$ cat config.mk
export PLATFORM = sky130hd
export DESIGN_NAME = ascii_to_hid_keystroke
export DESIGN_NICKNAME = d
export VERILOG_FILES = /design/src/rtl/akh_pkg.sv /design/src/rtl/akh_decode.sv /design/src/rtl/akh_seq.sv /design/src/rtl/ascii_to_hid_keystroke.sv
export SDC_FILE = /design/constraint.sdc
export NUM_CORES = 1
export LEC_CHECK = 0
export BUFFER_PORTS_ARGS = -buffer_cell sky130_fd_sc_hd__buf_4
export CAP_MARGIN = 20
export CORE_UTILIZATION = 30
export DETAILED_ROUTE_END_ITERATION = 8
export REMOVE_ABC_BUFFERS = 1
export SYNTH_ARGS = -nofsm -noshare
export SYNTH_HDL_FRONTEND = slang
export SYNTH_HIERARCHICAL = 1
export SYNTH_SLANG_ARGS = --single-unit
$ cat constraint.sdc
create_clock -name clock -period 3.2 [get_ports clock]
set_input_delay 0.8 -clock clock [delete_from_list [all_inputs] [get_ports clock]]
set_output_delay 0.8 -clock clock [all_outputs]
set_load 0.05 [all_outputs]
$ cat src/rtl/akh_pkg.sv
// Shared types, usage codes and the character lookup for the ASCII to HID
// keystroke block. No dependencies.
`default_nettype none

package akh_pkg;

   localparam logic [7:0] SHIFT_MOD     = 8'h02;
   localparam logic [7:0] USAGE_NONE    = 8'h00;
   localparam logic [7:0] USAGE_A       = 8'h04;
   localparam logic [7:0] USAGE_1       = 8'h1E;
   localparam logic [7:0] USAGE_0       = 8'h27;
   localparam logic [7:0] USAGE_ENTER   = 8'h28;
   localparam logic [7:0] USAGE_SPACE   = 8'h2C;
   localparam logic [7:0] USAGE_MINUS   = 8'h2D;
   localparam logic [7:0] USAGE_EQUAL   = 8'h2E;
   localparam logic [7:0] USAGE_BSLASH  = 8'h31;
   localparam logic [7:0] USAGE_SEMI    = 8'h33;
   localparam logic [7:0] USAGE_QUOTE   = 8'h34;
   localparam logic [7:0] USAGE_COMMA   = 8'h36;
   localparam logic [7:0] USAGE_PERIOD  = 8'h37;
   localparam logic [7:0] USAGE_SLASH   = 8'h38;
   localparam logic [7:0] USAGE_9       = 8'h26;

   localparam logic [7:0] CH_LF     = 8'h0A;
   localparam logic [7:0] CH_SPACE  = 8'h20;
   localparam logic [7:0] CH_DQUOTE = 8'h22;
   localparam logic [7:0] CH_SQUOTE = 8'h27;
   localparam logic [7:0] CH_LPAREN = 8'h28;
   localparam logic [7:0] CH_RPAREN = 8'h29;
   localparam logic [7:0] CH_COMMA  = 8'h2C;
   localparam logic [7:0] CH_MINUS  = 8'h2D;
   localparam logic [7:0] CH_PERIOD = 8'h2E;
   localparam logic [7:0] CH_SLASH  = 8'h2F;
   localparam logic [7:0] CH_0      = 8'h30;
   localparam logic [7:0] CH_1      = 8'h31;
   localparam logic [7:0] CH_9      = 8'h39;
   localparam logic [7:0] CH_COLON  = 8'h3A;
   localparam logic [7:0] CH_EQUAL  = 8'h3D;
   localparam logic [7:0] CH_UC_A   = 8'h41;
   localparam logic [7:0] CH_UC_Z   = 8'h5A;
   localparam logic [7:0] CH_BSLASH = 8'h5C;
   localparam logic [7:0] CH_LC_A   = 8'h61;
   localparam logic [7:0] CH_LC_Z   = 8'h7A;

   // Step numbers within one character's sequence
   localparam logic [1:0] STEP_FIRST   = 2'd0;
   localparam logic [1:0] STEP_REL_UNS = 2'd1;
   localparam logic [1:0] STEP_KEY_SH  = 2'd1;
   localparam logic [1:0] STEP_REL_SH  = 2'd3;

   typedef struct packed {
      logic       ok;
      logic       shift;
      logic [7:0] usage;
   } key_info_type;

   function automatic key_info_type lookup(input logic [7:0] ch);
      key_info_type k;
      k.ok    = 1'b1;
      k.shift = 1'b0;
      k.usage = USAGE_NONE;
      case (ch) inside
         [CH_LC_A:CH_LC_Z]: k.usage = USAGE_A + (ch - CH_LC_A);
         [CH_UC_A:CH_UC_Z]: begin
            k.usage = USAGE_A + (ch - CH_UC_A);
            k.shift = 1'b1;
         end
         CH_0:              k.usage = USAGE_0;
         [CH_1:CH_9]:       k.usage = USAGE_1 + (ch - CH_1);
         CH_COLON: begin
            k.usage = USAGE_SEMI;
            k.shift = 1'b1;
         end
         CH_DQUOTE: begin
            k.usage = USAGE_QUOTE;
            k.shift = 1'b1;
         end
         CH_LPAREN: begin
            k.usage = USAGE_9;
            k.shift = 1'b1;
         end
         CH_RPAREN: begin
            k.usage = USAGE_0;
            k.shift = 1'b1;
         end
         CH_SPACE:          k.usage = USAGE_SPACE;
         CH_MINUS:          k.usage = USAGE_MINUS;
         CH_EQUAL:          k.usage = USAGE_EQUAL;
         CH_BSLASH:         k.usage = USAGE_BSLASH;
         CH_SQUOTE:         k.usage = USAGE_QUOTE;
         CH_COMMA:          k.usage = USAGE_COMMA;
         CH_PERIOD:         k.usage = USAGE_PERIOD;
         CH_SLASH:          k.usage = USAGE_SLASH;
         CH_LF:             k.usage = USAGE_ENTER;
         default:           k.ok    = 1'b0;
      endcase
      return k;
   endfunction

endpackage

`default_nettype wire

$ cat src/rtl/akh_decode.sv
// Input stage: registers an accepted request already mapped to its usage code.
// Depends on akh_pkg.
`default_nettype none

module akh_decode (
   input  wire logic                 clock,
   input  wire logic                 reset,
   input  wire logic                 load,
   input  wire logic                 take,
   input  wire logic [7:0]           character,
   output logic                      full,
   output akh_pkg::key_info_type     info
);
   import akh_pkg::*;

   logic         full_ff, full_in;
   key_info_type info_ff;

   always_comb begin
      full_in = full_ff;
      if (take)
         full_in = 1'b0;
      if (load)
         full_in = 1'b1;
   end

   always_ff @(posedge clock) begin
      if (reset)
         full_ff <= 1'b0;
      else
         full_ff <= full_in;
   end

   always_ff @(posedge clock) begin
      if (load)
         info_ff <= lookup(character);
   end

   assign full = full_ff;
   assign info = info_ff;

endmodule

`default_nettype wire

$ cat src/rtl/akh_seq.sv
// Report sequencer: steps through the reports of one character, one per cycle,
// into the result register. Depends on akh_pkg.
`default_nettype none

module akh_seq (
   input  wire logic                 clock,
   input  wire logic                 reset,
   input  wire logic                 pend,
   input  wire akh_pkg::key_info_type pend_info,
   output logic                      take,
   output logic                      strobe,
   output logic [7:0]                modifier,
   output logic [7:0]                key_code,
   output logic                      last,
   output logic                      rejected
);
   import akh_pkg::*;

   logic         act_ff, act_in;
   key_info_type item_ff, item_in;
   logic [1:0]   step_ff, step_in;
   logic         fin;
   logic [7:0]   mod_c, key_c;

   logic         strobe_ff;
   logic [7:0]   modifier_ff, key_code_ff;
   logic         last_ff, rejected_ff;

   always_comb begin
      if (!item_ff.ok)
         fin = (step_ff == STEP_FIRST);
      else if (item_ff.shift)
         fin = (step_ff == STEP_REL_SH);
      else
         fin = (step_ff == STEP_REL_UNS);
   end

   // shifted: shift, shift+key, shift, release; unshifted: key, release
   always_comb begin
      mod_c = 8'h00;
      key_c = USAGE_NONE;
      if (item_ff.ok && !fin) begin
         if (item_ff.shift) begin
            mod_c = SHIFT_MOD;
            if (step_ff == STEP_KEY_SH)
               key_c = item_ff.usage;
         end else begin
            key_c = item_ff.usage;
         end
      end
   end

   assign take = pend && (!act_ff || fin);

   always_comb begin
      act_in  = act_ff;
      item_in = item_ff;
      step_in = step_ff + 2'd1;
      if (take) begin
         act_in  = 1'b1;
         item_in = pend_info;
         step_in = STEP_FIRST;
      end else if (!act_ff || fin) begin
         act_in  = 1'b0;
         step_in = STEP_FIRST;
      end
   end

   always_ff @(posedge clock) begin
      if (reset) begin
         act_ff    <= 1'b0;
         step_ff   <= STEP_FIRST;
         strobe_ff <= 1'b0;
      end else begin
         act_ff    <= act_in;
         step_ff   <= step_in;
         strobe_ff <= act_ff;
      end
   end

   always_ff @(posedge clock) begin
      item_ff     <= item_in;
      modifier_ff <= mod_c;
      key_code_ff <= key_c;
      last_ff     <= fin;
      rejected_ff <= !item_ff.ok;
   end

   assign strobe   = strobe_ff;
   assign modifier = modifier_ff;
   assign key_code = key_code_ff;
   assign last     = last_ff;
   assign rejected = rejected_ff;

endmodule

`default_nettype wire

$ cat src/rtl/ascii_to_hid_keystroke.sv
// Top level: ASCII character in, HID boot-keyboard reports out.
// Depends on akh_pkg, akh_decode and akh_seq.
//
//   channel   ports                                             handshake
//   request   req_character                                     start, busy
//   result    rsp_modifier, rsp_key_code, rsp_last, rsp_rejected  rsp_strobe
//
// One report per cycle: shifted characters give shift, shift+key, shift, release;
// unshifted ones key, release; unsupported ones a single empty report. A request
// passes the input, sequencer and result registers; a queued one waits longer.
// One request waits in the input register while the sequencer works.
// Synchronous reset clears all control state; nothing else needs clearing.
// Results cannot be stalled: each is presented for exactly one cycle.
`default_nettype none

module ascii_to_hid_keystroke (
   input  wire logic       clock,
   input  wire logic       reset,
   input  wire logic       start,
   output logic            busy,
   input  wire logic [7:0] req_character,
   output logic            rsp_strobe,
   output logic [7:0]      rsp_modifier,
   output logic [7:0]      rsp_key_code,
   output logic            rsp_last,
   output logic            rsp_rejected
);
   import akh_pkg::*;

   logic         load, take, full;
   key_info_type info;

   assign busy = full && !take;
   assign load = start && !busy;

   akh_decode u_decode (
      .clock     (clock),
      .reset     (reset),
      .load      (load),
      .take      (take),
      .character (req_character),
      .full      (full),
      .info      (info)
   );

   akh_seq u_seq (
      .clock     (clock),
      .reset     (reset),
      .pend      (full),
      .pend_info (info),
      .take      (take),
      .strobe    (rsp_strobe),
      .modifier  (rsp_modifier),
      .key_code  (rsp_key_code),
      .last      (rsp_last),
      .rejected  (rsp_rejected)
   );

   // a sequence, once started, runs without gaps to its last report
   a_no_gap: assert property (@(posedge clock) disable iff (reset)
      rsp_strobe && !rsp_last |=> rsp_strobe)
      else $error("report sequence broken before last");

   a_rej_empty: assert property (@(posedge clock) disable iff (reset)
      rsp_strobe && rsp_rejected |-> rsp_last && rsp_key_code == 8'h00
                                     && rsp_modifier == 8'h00)
      else $error("rejected report not empty");

   a_release: assert property (@(posedge clock) disable iff (reset)
      rsp_strobe && rsp_last |-> rsp_modifier == 8'h00 && rsp_key_code == 8'h00)
      else $error("last report is not a release");

   a_busy_full: assert property (@(posedge clock) disable iff (reset)
      busy |-> full && u_seq.act_ff == 1'b1 || full)
      else $error("busy with empty input register");

   a_take_then_strobe: assert property (@(posedge clock) disable iff (reset)
      take |=> ##1 rsp_strobe)
      else $error("taken request produced no report");

endmodule

`default_nettype wire
==> impl_metrics.env, run 1 <==
export IMPL_p_sw_share_pct=28.9
export IMPL_power_static_leakage_nw=0.943
export IMPL_core_area_um2=6910
export IMPL_post_synth_main_area_contributors="sky130_fd_sc_hd__edfxtp_1 (28%), sky130_fd_sc_hd__dfxtp_1 (15%), sky130_fd_sc_hd__ha_1 (4.6%), sky130_fd_sc_hd__o21ai_0 (3.2%), sky130_fd_sc_hd__nor2_1 (2.9%)"
export IMPL_worstReg2RegEnd="u_decode/info[4]"
export IMPL_fin_cells=336
export IMPL_drt_wl_total_um=4200
export IMPL_place_port_buffers=23
export IMPL_share_clk_of_total_power_pct=28.2
export IMPL_tritoncts_num_buffers=5
export IMPL_worst_skew_pair_late_latency_ps=280
export IMPL_postCtsResizedCells=0
export IMPL_timing_max_transition_violations_final=0
export IMPL_synth_lib_cells_used_distinct=62
export IMPL_total_global_routing_overflow=0
export IMPL_gp_congestion=0.998
export IMPL_cts_root_buffer="sky130_fd_sc_hd__clkbuf_8"
export IMPL_final_setup_tns_ps=0
export IMPL_slew_limit_headroom_pct=63.5
export IMPL_hp_class="reg -> reg"
export IMPL_grt_max_degree=32
export IMPL_cellPowerDensity_nw_per_um2=428
export IMPL_synth_edf_count=20
export IMPL_vias_post_dr=1656
export IMPL_syn_area_per_cell_um2=9.87
export IMPL_critPathCaptureType="primary output"
export IMPL_drc=0
export IMPL_synth_cells=221
export IMPL_worst_slew_pin_slew_ps=544
export IMPL_dp_cells=328
export IMPL_floorplan_die_height_um=87.3
export IMPL_antenna_found_initial=0
export IMPL_cts_hold_buffers=0
export IMPL_clk_transition_reported_paths_ps=70
export IMPL_fin_crit_sh_pct=87.7
export IMPL_synthesis_area_um2=2180
export IMPL_clock_skew_final_ps=5.41
export IMPL_worstHoldPathCells=0
export IMPL_ctsHtreeMaxLevel=2
export IMPL_synth_ff_latch_count=36
export IMPL_min_to="u_seq/item_ff[4]"
export IMPL_diodes=0
export IMPL_cp_data_arrival_time_ps=2010
export IMPL_avgRoutedWirePerCell_um=12.5
export IMPL_peakVddDrop_mv=0.127
export IMPL_leading_cell_type_by_number_of_instances_after_synthesis="sky130_fd_sc_hd__edfxtp_1"
export IMPL_finalHoldViolations=0
export IMPL_worst_r2r_cell_count=5
export IMPL_timing_reg2reg_setup_slack_ps=990
export IMPL_synth_top_cell_area_share_pct=27.5
export IMPL_share_of_final_layout_standard_cells_stronger_than_drive_strength_1_pct=17.9
export IMPL_setup_repair_after_global_routing_missed_its_margin="false"
export IMPL_cts_tree="done"
export IMPL_place_detailed_hpwl_um=3000
export IMPL_io_pins=31
export IMPL_ant_nets=0
export IMPL_power_net_switching_w=0.000305
export IMPL_grt_use_total_pct=11.6
export IMPL_category_of_the_most_critical_setup_path="reg -> out"
export IMPL_synth_cells_most_frequent="sky130_fd_sc_hd__edfxtp_1 (20), sky130_fd_sc_hd__nor2_1 (17), sky130_fd_sc_hd__dfxtp_1 (16), sky130_fd_sc_hd__o21ai_0 (14), sky130_fd_sc_hd__nand2_1 (13)"
export IMPL_grt_pass1_vias=1428
export IMPL_combPwrFrac_pct=20.7
export IMPL_ctsLongestPathBuffers=2
export IMPL_std_cell_rows=30
export IMPL_timing_critical_path_from="u_seq/step_ff[0]"
export IMPL_fin_worst_hold_slack_ps=416
export IMPL_nNetsFinal=258
export IMPL_crit_path_launch_type="flip-flop"
export IMPL_synth_sequential_area_ratio_pct=42.2
export IMPL_synthesis_yosys_warnings=6
export IMPL_fp_dieW_um=87.3
export IMPL_critical_path_reg2reg_startpoint="u_seq/step_ff[0]"
export IMPL_maxClockFrequency_ghz=0.356
export IMPL_period_needed_ps=2810
export IMPL_initial_core_util_pct=31.6
export IMPL_min_delay_start="u_decode/info[4]"
export IMPL_timing_final_setup_violations=0
export IMPL_cell_taking_the_most_area_after_synthesis="sky130_fd_sc_hd__edfxtp_1"
export IMPL_dieArea_um2=7610
export IMPL_seq_power_share_pct=51.1
export IMPL_wire_length_of_the_first_global_routing_pass_um=6800
export IMPL_drt_pass1_iterations=4
export IMPL_critical_path_required_ps=2400
export IMPL_vias_per_cell=4.93
export IMPL_synth_async_reset_ratio_pct=0
export IMPL_maxCapViolations=0
export IMPL_critical_path_max_fanout=12
export IMPL_cell_internal_pwr_w=0.000750
export IMPL_post_cts_repair_setup_buffers=0
export IMPL_drtIter0Drc=70
export IMPL_p_total_w=0.00105
export IMPL_outcome="completed"
export IMPL_tritoncts_sinks=36
export IMPL_dominantRegCellSynth="sky130_fd_sc_hd__edfxtp_1"
export IMPL_syn_to_final_growth_pct=13.0
==> worst max-delay path by stage <==
stage	endpoint	slack [ps]
3_5_place_dp	u_decode/info[3]	410
3_3_place_gp	u_decode/info[3]	460
4_1_cts	busy	370
2_1_floorplan	u_decode/info[3]	640
6_report	busy	390
5_1_grt	busy	270
==> sequential cells by signal (all words and copies together), names as in the netlist <==
register	count
u_seq/strobe	1
u_seq/act_ff	1
u_seq/item_ff	10
u_seq/rejected	1
u_seq/last	1
u_decode/full	1
u_decode/info	10
u_seq/modifier	1
u_seq/key_code	8
u_seq/step_ff	2
==> placed cells by master (no fill, tap or decap), drive strengths merged, types with 4 or more instances in the layout <==
cell type,count
nor2b,4
nand2,13
a21oi,9
clkbuf,7
nor2,17
o21ai,14
nand2b,9
buf,25
a21boi,9
o2111ai,4
conb,9
nor3,4
edfxtp,20
ha,8
dfxtp,16
nand3,6
inv,11
==> layout make-up <==
cell class / instances / area [um^2]
Fill cell: 734 / 4440
Multi-Input combinational cell: 160 / 1110
Sequential cell: 36 / 921
Timing Repair Buffer: 25 / 188
Tap cell: 96 / 120
Clock buffer: 7 / 76.3
Inverter: 11 / 41.3
Clock inverter: 1 / 5.00
==> cells by family after synthesis <==
logic type	synth area share, %
AND/OR/NAND/NOR	18.7
AO/OA/AOI/OAI	23.8
flip-flops	42.2
buffers and inverters	7.97
adder cells (fa/ha/maj)	4.59
XOR/XNOR	1.21
other	0.344
multiplexers	1.15
==> layer usage <==
layer  track usage, %  wire, um
met3             3.03       261
met5                0         0
met4             3.87        49
met1             14.2      1850
met2             19.8      2040
==> critical path: stages (launching register included) <==
cell and delay, ps:
sky130_fd_sc_hd__dfxtp_1 360, sky130_fd_sc_hd__ha_1 250, sky130_fd_sc_hd__mux2_4 330, sky130_fd_sc_hd__o221a_2 420, sky130_fd_sc_hd__nor2b_4 160, sky130_fd_sc_hd__buf_4 200
==> stage by stage <==
stage	setup slack, ps	area (um^2)	utilization [%]
final	393	2460	35.7
after global routing	272	2460	35.7
after CTS	374	2460	35.7
after detailed placement	413	2380	34.5
after global placement	463	2380	34.5
after floorplan	644	2070	-
==> power by group through the flow <==
stage                     Sequential, W  Clock, W  Combinational [W]
after global placement         0.000549         0           0.000218
after detailed placement       0.000549         0           0.000217
after floorplan                0.000580         0           0.000118
after global routing           0.000542  0.000333           0.000236
final                          0.000539  0.000298           0.000218
after CTS                      0.000539  0.000311           0.000218
Power figures use the tool's default switching activity.
==> run 2: changes to the inputs <==
--- a/config.mk
+++ b/config.mk
@@ -5,10 +5,12 @@
 export SDC_FILE = /design/constraint.sdc
 export NUM_CORES = 1
 export LEC_CHECK = 0
+export ABC_AREA = 1
 export BUFFER_PORTS_ARGS = -buffer_cell sky130_fd_sc_hd__buf_4
 export CAP_MARGIN = 20
 export CORE_UTILIZATION = 30
 export DETAILED_ROUTE_END_ITERATION = 8
+export RECOVER_POWER = 25
 export REMOVE_ABC_BUFFERS = 1
 export SYNTH_ARGS = -nofsm -noshare
 export SYNTH_HDL_FRONTEND = slang
==> run 2 against run 1 <==
  * Synthesized cell count up 9.0%
  * Maximum frequency shrank 1.0%
  * Combinational power down 16%
  * Setup slack worse by 29 ps
  * Register-to-register slack got worse by 190 ps
==> impl_metrics.env, run 2 <==
export IMPL_outcome="completed"
export IMPL_crit_path_launch_type="flip-flop"
export IMPL_timing_max_transition_violations_final=0
export IMPL_fin_worst_hold_slack_ps=415
export IMPL_synth_async_reset_ratio_pct=0
export IMPL_final_setup_tns_ps=0
export IMPL_cp_data_arrival_time_ps=2040
export IMPL_gp_congestion=0.869
export IMPL_critPathCaptureType="primary output"
export IMPL_ant_nets=0
export IMPL_cell_taking_the_most_area_after_synthesis="sky130_fd_sc_hd__edfxtp_1"
export IMPL_grt_use_total_pct=10.6
export IMPL_io_pins=31
export IMPL_syn_to_final_growth_pct=14.4
export IMPL_category_of_the_most_critical_setup_path="reg -> out"
export IMPL_synth_lib_cells_used_distinct=29
export IMPL_fin_util_pct=35.8
export IMPL_worst_skew_pair_late_latency_ps=280
export IMPL_synth_sequential_area_ratio_pct=46.4
export IMPL_core_area_um2=6350
export IMPL_cts_hold_buffers=0
export IMPL_worst_slew_pin_slew_ps=564
export IMPL_syn_area_per_cell_um2=8.23
export IMPL_place_port_buffers=23
export IMPL_layout_cells_most_common="sky130_fd_sc_hd__nand2_1"
export IMPL_synth_top_cell_area_share_pct=30.3
export IMPL_cellPowerDensity_nw_per_um2=447
export IMPL_post_synth_main_area_contributors="sky130_fd_sc_hd__edfxtp_1 (30%), sky130_fd_sc_hd__dfxtp_1 (16%), sky130_fd_sc_hd__nand2_1 (8.3%), sky130_fd_sc_hd__nor2_1 (7.6%), sky130_fd_sc_hd__inv_1 (5.7%)"
export IMPL_slew_limit_headroom_pct=62.4
export IMPL_drc=0
export IMPL_critical_path_max_fanout=13
export IMPL_num_fill_cells=656
export IMPL_period_needed_ps=2840
export IMPL_grt_pass1_vias=1372
export IMPL_fp_dieW_um=83.3
export IMPL_post_cts_repair_setup_buffers=0
export IMPL_vias_post_dr=1503
export IMPL_timing_final_setup_violations=0
export IMPL_grt_max_degree=14
export IMPL_drtIter0Drc=64
export IMPL_synthesis_yosys_warnings=6
export IMPL_synth_cells_most_frequent="sky130_fd_sc_hd__nand2_1 (44), sky130_fd_sc_hd__nor2_1 (40), sky130_fd_sc_hd__inv_1 (30), sky130_fd_sc_hd__edfxtp_1 (20), sky130_fd_sc_hd__nand3_1 (18)"
export IMPL_tritoncts_sinks=36
export IMPL_avgRoutedWirePerCell_um=9.75
export IMPL_cts_tree="done"
export IMPL_hp_class="reg -> reg"
export IMPL_ctsLongestPathBuffers=2
export IMPL_share_of_final_layout_standard_cells_stronger_than_drive_strength_1_pct=16.7
export IMPL_wire_length_of_the_first_global_routing_pass_um=5800
export IMPL_dieArea_um2=6940
export IMPL_synth_cells=241
export IMPL_power_static_leakage_nw=1.10
export IMPL_peakVddDrop_mv=0.314
export IMPL_clk_transition_reported_paths_ps=60
export IMPL_initial_core_util_pct=31.3
export IMPL_fin_crit_sh_pct=88.6
export IMPL_synthesis_area_um2=1980
export IMPL_p_total_w=0.00101
export IMPL_nNetsFinal=287
export IMPL_antenna_found_initial=0
export IMPL_synth_edf_count=20
export IMPL_tritoncts_num_buffers=5
export IMPL_layout_cell_area_non_filler_um2=2270
export IMPL_std_cell_rows=29
export IMPL_drt_pass1_iterations=4
export IMPL_critical_path_required_ps=2400
export IMPL_postCtsResizedCells=0
export IMPL_floorplan_die_height_um=83.3
export IMPL_vias_per_cell=4.34
export IMPL_finalHoldViolations=0
export IMPL_diodes=0
export IMPL_layout_cells_most_common_list="sky130_fd_sc_hd__nand2_1 (44), sky130_fd_sc_hd__nor2_1 (40), sky130_fd_sc_hd__inv_1 (30)"
export IMPL_drt_wl_total_um=3370
export IMPL_place_detailed_hpwl_um=2710
export IMPL_clock_skew_final_ps=3.99
export IMPL_cts_root_buffer="sky130_fd_sc_hd__clkbuf_8"
export IMPL_leading_cell_type_by_number_of_instances_after_synthesis="sky130_fd_sc_hd__nand2_1"
export IMPL_setup_repair_after_global_routing_missed_its_margin="false"
export IMPL_maxClockFrequency_ghz=0.353
export IMPL_synth_ff_latch_count=36
export IMPL_dominantRegCellSynth="sky130_fd_sc_hd__edfxtp_1"
export IMPL_total_global_routing_overflow=0
export IMPL_ctsHtreeMaxLevel=2
export IMPL_placedInstanceArea_um2=2200
export IMPL_maxCapViolations=0
[run 2: cell count changes after synthesis, moves of 7 or more]
cell                       delta
sky130_fd_sc_hd__nand2_1     +31
sky130_fd_sc_hd__nor2_1      +23
sky130_fd_sc_hd__inv_1       +19
sky130_fd_sc_hd__nand3_1     +12
sky130_fd_sc_hd__nand2b_1     -9
sky130_fd_sc_hd__a21boi_1     -7
sky130_fd_sc_hd__buf_2        -7
[run 2: where the power goes]
group          internal (W)  leakage [nW]  switching [W]
clock              0.000152        0.0422       0.000141
sequential         0.000527         0.326      0.0000103
combinational     0.0000511         0.737       0.000133
total              0.000730          1.10       0.000285
[run 2: worst paths after layout]
path,start,endpoint,slack [ps],cells past startpoint
worst max-delay path,u_seq/step_ff[0],busy,360,9
worst min-delay path,u_decode/info[5],u_seq/item_ff[5],410,0
worst max register to register,u_seq/step_ff[0],u_decode/info[5],800,9
worst min register to register,u_decode/info[5],u_seq/item_ff[5],410,0
[run 2: cells by family (layout without fill, tap and decap cells)]
logic type      count (synthesis)  after routing  synth area share (%)
fa+ha+maj                       8              8                  5.04
flops                          36             36                  46.4
simple gates                  122            122                  29.1
other cells                     2              9                 0.378
compound gates                 22             22                  5.99
xor+xnor                        6              6                  2.65
buf+inv                        45             66                  10.4
[run 2: through the flow]
stage	worst slack, ps	cells
after floorplan	607	238
after global placement	781	338
after detailed placement	725	338
after CTS	406	346
after global routing	170	346
final	363	346
[run 2: critical path, stage by stage, from the launching register on]
cell                       delay, ps
sky130_fd_sc_hd__dfxtp_1         380
sky130_fd_sc_hd__ha_1            300
sky130_fd_sc_hd__clkinv_1         90
sky130_fd_sc_hd__nand2_1          70
sky130_fd_sc_hd__nand3_1         130
sky130_fd_sc_hd__nand3_1         110
sky130_fd_sc_hd__nand2_1          50
sky130_fd_sc_hd__inv_1           330
sky130_fd_sc_hd__nor2_1          100
sky130_fd_sc_hd__buf_4           200
[run 2: per-layer routing]
layer / vias up / track usage [%] / routed length (um)
li1: 803 / - / -
met1: 654 / 12.3 / 1560
met2: 36 / 17.5 / 1570
met3: 10 / 2.39 / 143
met4: 0 / 6.58 / 99
met5: - / 0 / 0
[run 2: area by class of cell]
cell class	instances	area [um^2]	share of cell area, %
sequential	36	921	40.6
inverter	35	131	5.79
clock inverter	1	5.00	0.220
clock buffer	7	76.3	3.36
multi-input combinational	167	872	38.4
timing repair buffer	23	169	7.44
tap	77	96.3	4.24
